--- src/rtl/core/rrf_pkg.sv ---
// Shared types and constants for the rounded rectangle fill rasterizer.
// No dependencies; used by rounded_rect_fill_rasterizer_unit.
`default_nettype none

package rrf_pkg;

  // Register map, one 32-bit register every 4 bytes
  typedef enum logic [2:0] {
    REG_RECT_LEFT      = 3'd0,
    REG_RECT_TOP       = 3'd1,
    REG_RECT_WIDTH     = 3'd2,
    REG_RECT_HEIGHT    = 3'd3,
    REG_CORNER_RADIUS  = 3'd4,
    REG_FILL_COLOR     = 3'd5,
    REG_SURFACE_WIDTH  = 3'd6,
    REG_SURFACE_HEIGHT = 3'd7
  } cfg_reg_t;

  localparam int ADDR_W  = 5;
  localparam int COORD_W = 12;
  localparam int POS_W   = 13;
  localparam int RAD_W   = 11;
  localparam int SQ_W    = 2 * RAD_W;
  localparam int COLOR_W = 32;
  localparam int OUT_W   = 64;
  localparam int IN_W    = 8;

  localparam logic [POS_W-1:0] SURFACE_WIDTH_RST  = 13'd1024;
  localparam logic [POS_W-1:0] SURFACE_HEIGHT_RST = 13'd768;

  // Walk position taken from the counters
  typedef struct packed {
    logic               pix;
    logic               last;
    logic               busy;
    logic [COORD_W-1:0] xx;
    logic [COORD_W-1:0] yy;
  } pos_stage_t;

  // Corner distances and clipping
  typedef struct packed {
    logic               pix;
    logic               last;
    logic               busy;
    logic               corner;
    logic               on_surf;
    logic [RAD_W-1:0]   dx;
    logic [RAD_W-1:0]   dy;
    logic [RAD_W-1:0]   rad;
    logic [COORD_W-1:0] px;
    logic [COORD_W-1:0] py;
  } dist_stage_t;

  // Squared distances
  typedef struct packed {
    logic               pix;
    logic               last;
    logic               busy;
    logic               corner;
    logic               on_surf;
    logic [SQ_W-1:0]    dxsq;
    logic [SQ_W-1:0]    dysq;
    logic [SQ_W-1:0]    rsq;
    logic [COORD_W-1:0] px;
    logic [COORD_W-1:0] py;
  } sq_stage_t;

endpackage

`default_nettype wire

--- src/rtl/core/rounded_rect_fill_rasterizer_unit.sv ---
// Rounded rectangle fill rasterizer: APB register file, raster walk counters
// and single-pass pixel logic into one result register. Depends on rrf_pkg.
// Latency: the result of an input transfer is presented on the next cycle,
// from one result register fed by the walk counters and the pixel logic.
// Throughput: one input transfer and one result per cycle; a stalled result
// holds the input through s_tready, with no bubble when m_tready stays high.
// Reset (rst, synchronous, active high) clears the walk, the result valid bit
// and the registers (surface size to 1024 x 768).
`default_nettype none

module rounded_rect_fill_rasterizer_unit #(
  parameter int MAX_DIM = 4096
) (
  input  wire                          clk,
  input  wire                          rst,
  // APB configuration port
  input  wire                          psel,
  input  wire                          penable,
  input  wire                          pwrite,
  input  wire  [rrf_pkg::ADDR_W-1:0]   paddr,
  input  wire  [31:0]                  pwdata,
  output logic [31:0]                  prdata,
  output logic                         pready,
  // Input stream
  input  wire                          s_tvalid,
  output logic                         s_tready,
  input  wire  [rrf_pkg::IN_W-1:0]     s_tdata,   // [0] start_req, [7:1] zero
  // Result stream
  output logic                         m_tvalid,
  input  wire                          m_tready,
  // [0] write_enable, [12:1] pixel_x, [24:13] pixel_y, [56:25] pixel_color,
  // [57] busy_res, [63:58] zero
  output logic [rrf_pkg::OUT_W-1:0]    m_tdata,
  output logic                         m_tlast    // last
);

  localparam int DIM_W = $clog2(MAX_DIM + 1);
  localparam int CMP_W = (DIM_W > 14) ? DIM_W : 14;
  localparam logic [CMP_W-1:0] MAX_DIM_V = CMP_W'(MAX_DIM);

  // Configuration registers
  logic [12:0] rect_left;
  logic [12:0] rect_top;
  logic [11:0] rect_width;
  logic [11:0] rect_height;
  logic [10:0] corner_radius;
  logic [31:0] fill_color;
  logic [12:0] surface_width;
  logic [12:0] surface_height;

  rrf_pkg::cfg_reg_t cfg_sel;
  logic              cfg_wr;

  assign pready  = 1'b1;
  assign cfg_sel = rrf_pkg::cfg_reg_t'(paddr[4:2]);
  assign cfg_wr  = psel && penable && pwrite && pready;

  // Write registers on the access cycle
  always_ff @(posedge clk) begin
    if (rst) begin
      rect_left      <= '0;
      rect_top       <= '0;
      rect_width     <= '0;
      rect_height    <= '0;
      corner_radius  <= '0;
      fill_color     <= '0;
      surface_width  <= rrf_pkg::SURFACE_WIDTH_RST;
      surface_height <= rrf_pkg::SURFACE_HEIGHT_RST;
    end else if (cfg_wr) begin
      case (cfg_sel)
        rrf_pkg::REG_RECT_LEFT:      rect_left      <= pwdata[12:0];
        rrf_pkg::REG_RECT_TOP:       rect_top       <= pwdata[12:0];
        rrf_pkg::REG_RECT_WIDTH:     rect_width     <= pwdata[11:0];
        rrf_pkg::REG_RECT_HEIGHT:    rect_height    <= pwdata[11:0];
        rrf_pkg::REG_CORNER_RADIUS:  corner_radius  <= pwdata[10:0];
        rrf_pkg::REG_FILL_COLOR:     fill_color     <= pwdata;
        rrf_pkg::REG_SURFACE_WIDTH:  surface_width  <= pwdata[12:0];
        rrf_pkg::REG_SURFACE_HEIGHT: surface_height <= pwdata[12:0];
        default: ;
      endcase
    end
  end

  // Read back
  always_comb begin
    case (cfg_sel)
      rrf_pkg::REG_RECT_LEFT:      prdata = {19'd0, rect_left};
      rrf_pkg::REG_RECT_TOP:       prdata = {19'd0, rect_top};
      rrf_pkg::REG_RECT_WIDTH:     prdata = {20'd0, rect_width};
      rrf_pkg::REG_RECT_HEIGHT:    prdata = {20'd0, rect_height};
      rrf_pkg::REG_CORNER_RADIUS:  prdata = {21'd0, corner_radius};
      rrf_pkg::REG_FILL_COLOR:     prdata = fill_color;
      rrf_pkg::REG_SURFACE_WIDTH:  prdata = {19'd0, surface_width};
      rrf_pkg::REG_SURFACE_HEIGHT: prdata = {19'd0, surface_height};
      default:                     prdata = '0;
    endcase
  end

  // Flow control: accept when the result register is empty or moves on
  logic m_free;

  assign m_free   = !m_tvalid || m_tready;
  assign s_tready = m_free;

  // Walk counters
  logic [11:0] column_count, column_count_next;
  logic [11:0] row_count, row_count_next;
  logic        walking, walking_next;
  logic        in_xfer, start_req, walk_now;
  logic [11:0] xx_cur, yy_cur;
  rrf_pkg::pos_stage_t pos_px;

  assign in_xfer   = s_tvalid && s_tready;
  assign start_req = s_tdata[0];
  assign walk_now  = start_req || walking;
  assign xx_cur    = start_req ? '0 : column_count;
  assign yy_cur    = start_req ? '0 : row_count;

  // Advance the walk one box pixel per transfer
  always_comb begin
    column_count_next = column_count;
    row_count_next    = row_count;
    walking_next      = walking;
    pos_px            = '0;
    pos_px.xx         = xx_cur;
    pos_px.yy         = yy_cur;
    if (walk_now) begin
      if (xx_cur >= rect_width || yy_cur >= rect_height) begin
        // position left the box: end the walk with no write
        walking_next      = 1'b0;
        column_count_next = '0;
        row_count_next    = '0;
        pos_px.last       = 1'b1;
      end else begin
        pos_px.pix = 1'b1;
        if (xx_cur == rect_width - 12'd1 && yy_cur == rect_height - 12'd1) begin
          walking_next      = 1'b0;
          column_count_next = '0;
          row_count_next    = '0;
          pos_px.last       = 1'b1;
        end else if (xx_cur == rect_width - 12'd1) begin
          walking_next      = 1'b1;
          column_count_next = '0;
          row_count_next    = yy_cur + 12'd1;
        end else begin
          walking_next      = 1'b1;
          column_count_next = xx_cur + 12'd1;
          row_count_next    = yy_cur;
        end
        pos_px.busy = walking_next;
      end
    end
  end

  always_ff @(posedge clk) begin
    if (rst) begin
      column_count <= '0;
      row_count    <= '0;
      walking      <= 1'b0;
    end else if (in_xfer) begin
      column_count <= column_count_next;
      row_count    <= row_count_next;
      walking      <= walking_next;
    end
  end

  // Clamp radius, pick corner distances, clip to surface
  logic [10:0]       rad_w, rad_c;
  logic [11:0]       w_minus_r, h_minus_r;
  logic              left_c, right_c, top_c, bot_c;
  logic [11:0]       dx_full, dy_full;
  logic signed [13:0] sx, sy;
  logic [CMP_W-1:0]  sw_eff, sh_eff;
  rrf_pkg::dist_stage_t dist_px;

  always_comb begin
    rad_w = ({corner_radius, 1'b0} > {1'b0, rect_width}) ? rect_width[11:1] : corner_radius;
    rad_c = ({rad_w, 1'b0} > {1'b0, rect_height}) ? rect_height[11:1] : rad_w;
    w_minus_r = rect_width - {1'b0, rad_c};
    h_minus_r = rect_height - {1'b0, rad_c};
    left_c  = pos_px.xx < {1'b0, rad_c};
    right_c = pos_px.xx >= w_minus_r;
    top_c   = pos_px.yy < {1'b0, rad_c};
    bot_c   = pos_px.yy >= h_minus_r;
    // left corners take priority, as do top corners
    dx_full = left_c ? ({1'b0, rad_c} - pos_px.xx) : (pos_px.xx - w_minus_r + 12'd1);
    dy_full = top_c  ? ({1'b0, rad_c} - pos_px.yy) : (pos_px.yy - h_minus_r + 12'd1);

    sx = $signed({rect_left[12], rect_left}) + $signed({2'b00, pos_px.xx});
    sy = $signed({rect_top[12], rect_top}) + $signed({2'b00, pos_px.yy});
    sw_eff = (CMP_W'(surface_width) > MAX_DIM_V) ? MAX_DIM_V : CMP_W'(surface_width);
    sh_eff = (CMP_W'(surface_height) > MAX_DIM_V) ? MAX_DIM_V : CMP_W'(surface_height);

    dist_px         = '0;
    dist_px.pix     = pos_px.pix;
    dist_px.last    = pos_px.last;
    dist_px.busy    = pos_px.busy;
    dist_px.corner  = (left_c || right_c) && (top_c || bot_c);
    dist_px.on_surf = !sx[13] && !sy[13] &&
                      (CMP_W'(sx[12:0]) < sw_eff) && (CMP_W'(sy[12:0]) < sh_eff);
    dist_px.dx      = dx_full[10:0];
    dist_px.dy      = dy_full[10:0];
    dist_px.rad     = rad_c;
    dist_px.px      = sx[11:0];
    dist_px.py      = sy[11:0];
  end

  // Squares
  rrf_pkg::sq_stage_t sq_px;

  always_comb begin
    sq_px         = '0;
    sq_px.pix     = dist_px.pix;
    sq_px.last    = dist_px.last;
    sq_px.busy    = dist_px.busy;
    sq_px.corner  = dist_px.corner;
    sq_px.on_surf = dist_px.on_surf;
    sq_px.dxsq    = dist_px.dx * dist_px.dx;
    sq_px.dysq    = dist_px.dy * dist_px.dy;
    sq_px.rsq     = dist_px.rad * dist_px.rad;
    sq_px.px      = dist_px.px;
    sq_px.py      = dist_px.py;
  end

  // Circle test
  logic [rrf_pkg::SQ_W:0] dist_sum;
  logic                   wr_pix;

  assign dist_sum = {1'b0, sq_px.dxsq} + {1'b0, sq_px.dysq};
  assign wr_pix   = sq_px.pix && sq_px.on_surf &&
                    !(sq_px.corner && (dist_sum > {1'b0, sq_px.rsq}));

  // Result register; hold while the result side stalls
  always_ff @(posedge clk) begin
    if (rst) begin
      m_tvalid <= 1'b0;
    end else if (m_free) begin
      m_tvalid <= s_tvalid;
    end
  end

  always_ff @(posedge clk) begin
    if (in_xfer) begin
      m_tlast <= sq_px.last;
      m_tdata <= {6'd0, sq_px.busy,
                  wr_pix ? fill_color : 32'd0,
                  wr_pix ? sq_px.py : 12'd0,
                  wr_pix ? sq_px.px : 12'd0,
                  wr_pix};
    end
  end

`ifndef ASSERT_OFF
  // A finished walk never reports itself busy
  a_last_not_busy: assert property (@(posedge clk) disable iff (rst)
    m_tvalid && m_tlast |-> !m_tdata[57])
    else $error("last result reports busy");

  // Without a write the coordinates and color are zero
  a_nowrite_zero: assert property (@(posedge clk) disable iff (rst)
    m_tvalid && !m_tdata[0] |-> m_tdata[56:1] == '0)
    else $error("non-write result carries payload");

  // Idle walk keeps the counters at the box origin
  a_idle_origin: assert property (@(posedge clk) disable iff (rst)
    !walking |-> column_count == '0 && row_count == '0)
    else $error("counters off origin while idle");
`endif

endmodule

`default_nettype wire

--- config.mk ---
export PLATFORM = sky130hd
export DESIGN_NAME = rounded_rect_fill_rasterizer_unit
export DESIGN_NICKNAME = d
export VERILOG_FILES = /design/src/rtl/core/rrf_pkg.sv /design/src/rtl/core/rounded_rect_fill_rasterizer_unit.sv
export SDC_FILE = /design/constraint.sdc
export NUM_CORES = 2
export LEC_CHECK = 0
export BUFFER_PORTS_ARGS = -buffer_cell sky130_fd_sc_hd__buf_2
export CAP_MARGIN = 20
export CORE_UTILIZATION = 55
export DETAILED_ROUTE_END_ITERATION = 7
export PLACE_DENSITY = 0.79
export SLEW_MARGIN = 30
export SYNTH_ARGS = -nofsm -noshare
export SYNTH_HDL_FRONTEND = slang
export SYNTH_SLANG_ARGS = --single-unit
--- constraint.sdc ---
create_clock -name clk -period 42.4 [get_ports clk]
set_clock_uncertainty 0.1 [all_clocks]
set_input_delay 2.12 -clock clk [delete_from_list [all_inputs] [get_ports clk]]
set_output_delay 2.12 -clock clk [all_outputs]
set_load 0.03 [all_outputs]
==> results.ini <==
[run]
cap_violations=0

[detailed_routing]
routed_wl_um=76300
post_drt_via_cell_ratio=5.95
drt_first_pass_iters=6
route.detailed.drc=0
via_count=23700
drt_iter0_markers=2039
routedWlPerCell_um=19.1
ant_nets=0

[clock_tree]
cts_tree=done
post_cts_buffers=0
clockBufferDepth=3
clk_latency_ns=0.55
cts_sinks=204
post_cts_resized=0
cts_hold_buf=0
clk_pin_slew_ns=0.06
cts_buffers=23
cts_htree_levels=1
clockRootBuffer=clkbuf_16

[final_layout]
nFillCells=4283
nets=3982
antennaDiodeCount=0
seq_area_mm2=0.00467
layout_commonest_cell=inv_1
area_growth_pct=7.94
fin_cells=3987
final_area_mm2=0.0294
final_cell_mix=inv_1 (409), ha_1 (380), nand2_1 (366), nor2_1 (279), fa_1 (244)
drive_above_1_share=0.0897
multi_input_area_mm2=0.0205

[sta]
relSlewSlack=0.344
setup_viol=0
hold_viol_final=0
finalMaxSlewViolations=0
period_share=0.413
tightest_slew_ns=0.979
min_period_ns=17.50
rsz0062_at_grt=no
setup_tns_ns=0
max_clock_freq_ghz=0.0571

[synth]
synthArstFlopShare=0
synthCells=3230
synth.distinct_cells=84
synth-simple-area-share=0.185
synth_ff_type=dfxtp_1
synth_area_mm2=0.0272
synth-edff-count=59
synth_mux_area_frac=0.0330
synth_top_family_by_area=adder cells
synthAdderAreaFrac=0.354
syn_avg_cell_area_um2=8.43
ys_warn_count=0
ys_ff_latch=204
synthXorXnorAreaFrac=0.0459
synth_compound_area_frac=0.131
yosysSeqAreaShare=0.172

[die]
start_util=0.558
core_mm2=0.0488
rows=81
dieWidth_um=225
ios=152
die-height_um=225
die_area_mm2=0.0504

[worst_setup_path]
critPathKind=register to register
endpoint_kind=register
slowest_stage=inv_1
crit_fanout=57
startpoint=rect_width[6]
slowest_delay_ns=0.65
worstRegToRegCells=60
reg2reg_from=rect_width[6]
r2r_end=m_tdata[30]
crit_required_ns=42.64
crit_arrival_ns=17.74
worstSetupStartpointType=register
regToRegSetupSlack_ns=24.90

[grt]
antenna_found_initial=0
use_met1=0.398
grt_pass1_vias=22700
met3_usage=0.0364
grt_max_degree=83
use_met2=0.489
top_usage_layer=met2
overflow=0
grt_pass1_wl_um=121000
grt_usage=0.300

[placement]
placed_area_mm2=0.0286
port_buffers=135
hpwl_um=58300
dp_cells=3945
place.gp.congestion=0.961

[min_path]
hold_start=column_count[1]
hold_depth=2
hold_path_end=column_count[1]
hp-class=register to register

[run_status]
outcome=finished clean

-- cells by family (layout without fill, tap and decap cells) --
kind of cell,Yosys count,in the layout
adders and majority gates,624,624
AOI/OAI and AO/OA,570,570
DFF,204,204
other,2,7
and+or+nand+nor,1053,1053
xor gates and xnor gates,138,138
muxes,80,80
buffers and inverters,559,647
-- how the worst max path moves through the flow --
stage                        to  cells past startpoint
finish              m_tdata[30]                     60
global route        m_tdata[30]                     60
CTS                 m_tdata[30]                     61
detailed placement  m_tdata[30]                     62
global placement    m_tdata[10]                     60
floorplan           m_tdata[30]                     65
-- flip-flops by register name, summed over array words and instances (netlist names), 11 cells and up --
signal	cells
column_count	12
corner_radius	11
fill_color	32
m_tdata	58
rect_height	12
rect_left	13
rect_top	13
rect_width	12
row_count	12
surface_height	13
surface_width	13
-- critical path, delay by kind of cell (launching register included) --
kind,cells,cell delay [ns]
adders and majority gates,14,5.64
and+or+nand+nor,10,2.41
AOI/OAI and AO/OA,25,5.95
DFF,1,0.60
xor gates and xnor gates,3,0.55
muxes,1,0.42
buffers and inverters,7,1.55
-- cell type report --
cell class	instances	area share
clock buffers	26	0.0203
repair buffers	191	0.0374
inverters	414	0.0529
clock inverters	16	0.00523
well taps	664	0.0283
flip-flops and latches	204	0.159
multi-input cells	2472	0.697
-- synth_stat cells (all sizes together), types with 7 or more instances --
master     n  area, um^2
a21boi     8        60.1
mux2i     55         551
or3        9        61.3
a211oi    18         135
o21a      19         143
o21ai    101         505
nand3b     8        60.1
o211ai    10        75.1
xor2      38         333
o31ai      7        52.6
a2111oi   10        93.8
buf       22         133
or4        8        63.8
nor4      15        93.8
dfxtp    145        2900
clkbuf   123         462
o21bai    11        82.6
inv      411        1540
a21o      51         383
a22oi      7        52.6
nor4b     38         354
nor3b      8        60.1
mux2      19         214
fa       244        4880
a21oi    228        1140
nor2b     49         307
ha       380        4750
nand4     22         138
nand2b    48         300
or2       19         119
nand3     46         230
a31oi     18         113
and3      42         263
xnor2     97         850
o41ai      7        61.3
nand2    367        1380
and4      12         105
nor2     279        1050
edfxtp    59        1770
a221oi     8        70.1
nor3      69         345
-- through the flow --
| step | setup WS (ns) | utilization | hold WS [ns] |
|---|---|---|---|
| global route | 23.54 | 0.602 | 0.369 |
| detailed placement | 25.09 | 0.586 | 0.338 |
| floorplan | 26.20 | - | 0.327 |
| finish | 24.90 | 0.602 | 0.348 |
| global placement | 25.24 | 0.586 | 0.335 |
| CTS | 24.99 | 0.602 | 0.347 |
-- routing by layer --
metal	up-vias	wire length, um	part of all wire
met5	-	0	0
li1	11100	-	-
met1	11300	31200	0.41
met2	1058	34900	0.46
met3	268	6110	0.080
met4	0	4080	0.054
Power is left out: the tool's default activity adds up to more than one toggle a clock period on the data nets, which glitch-free logic cannot reach.
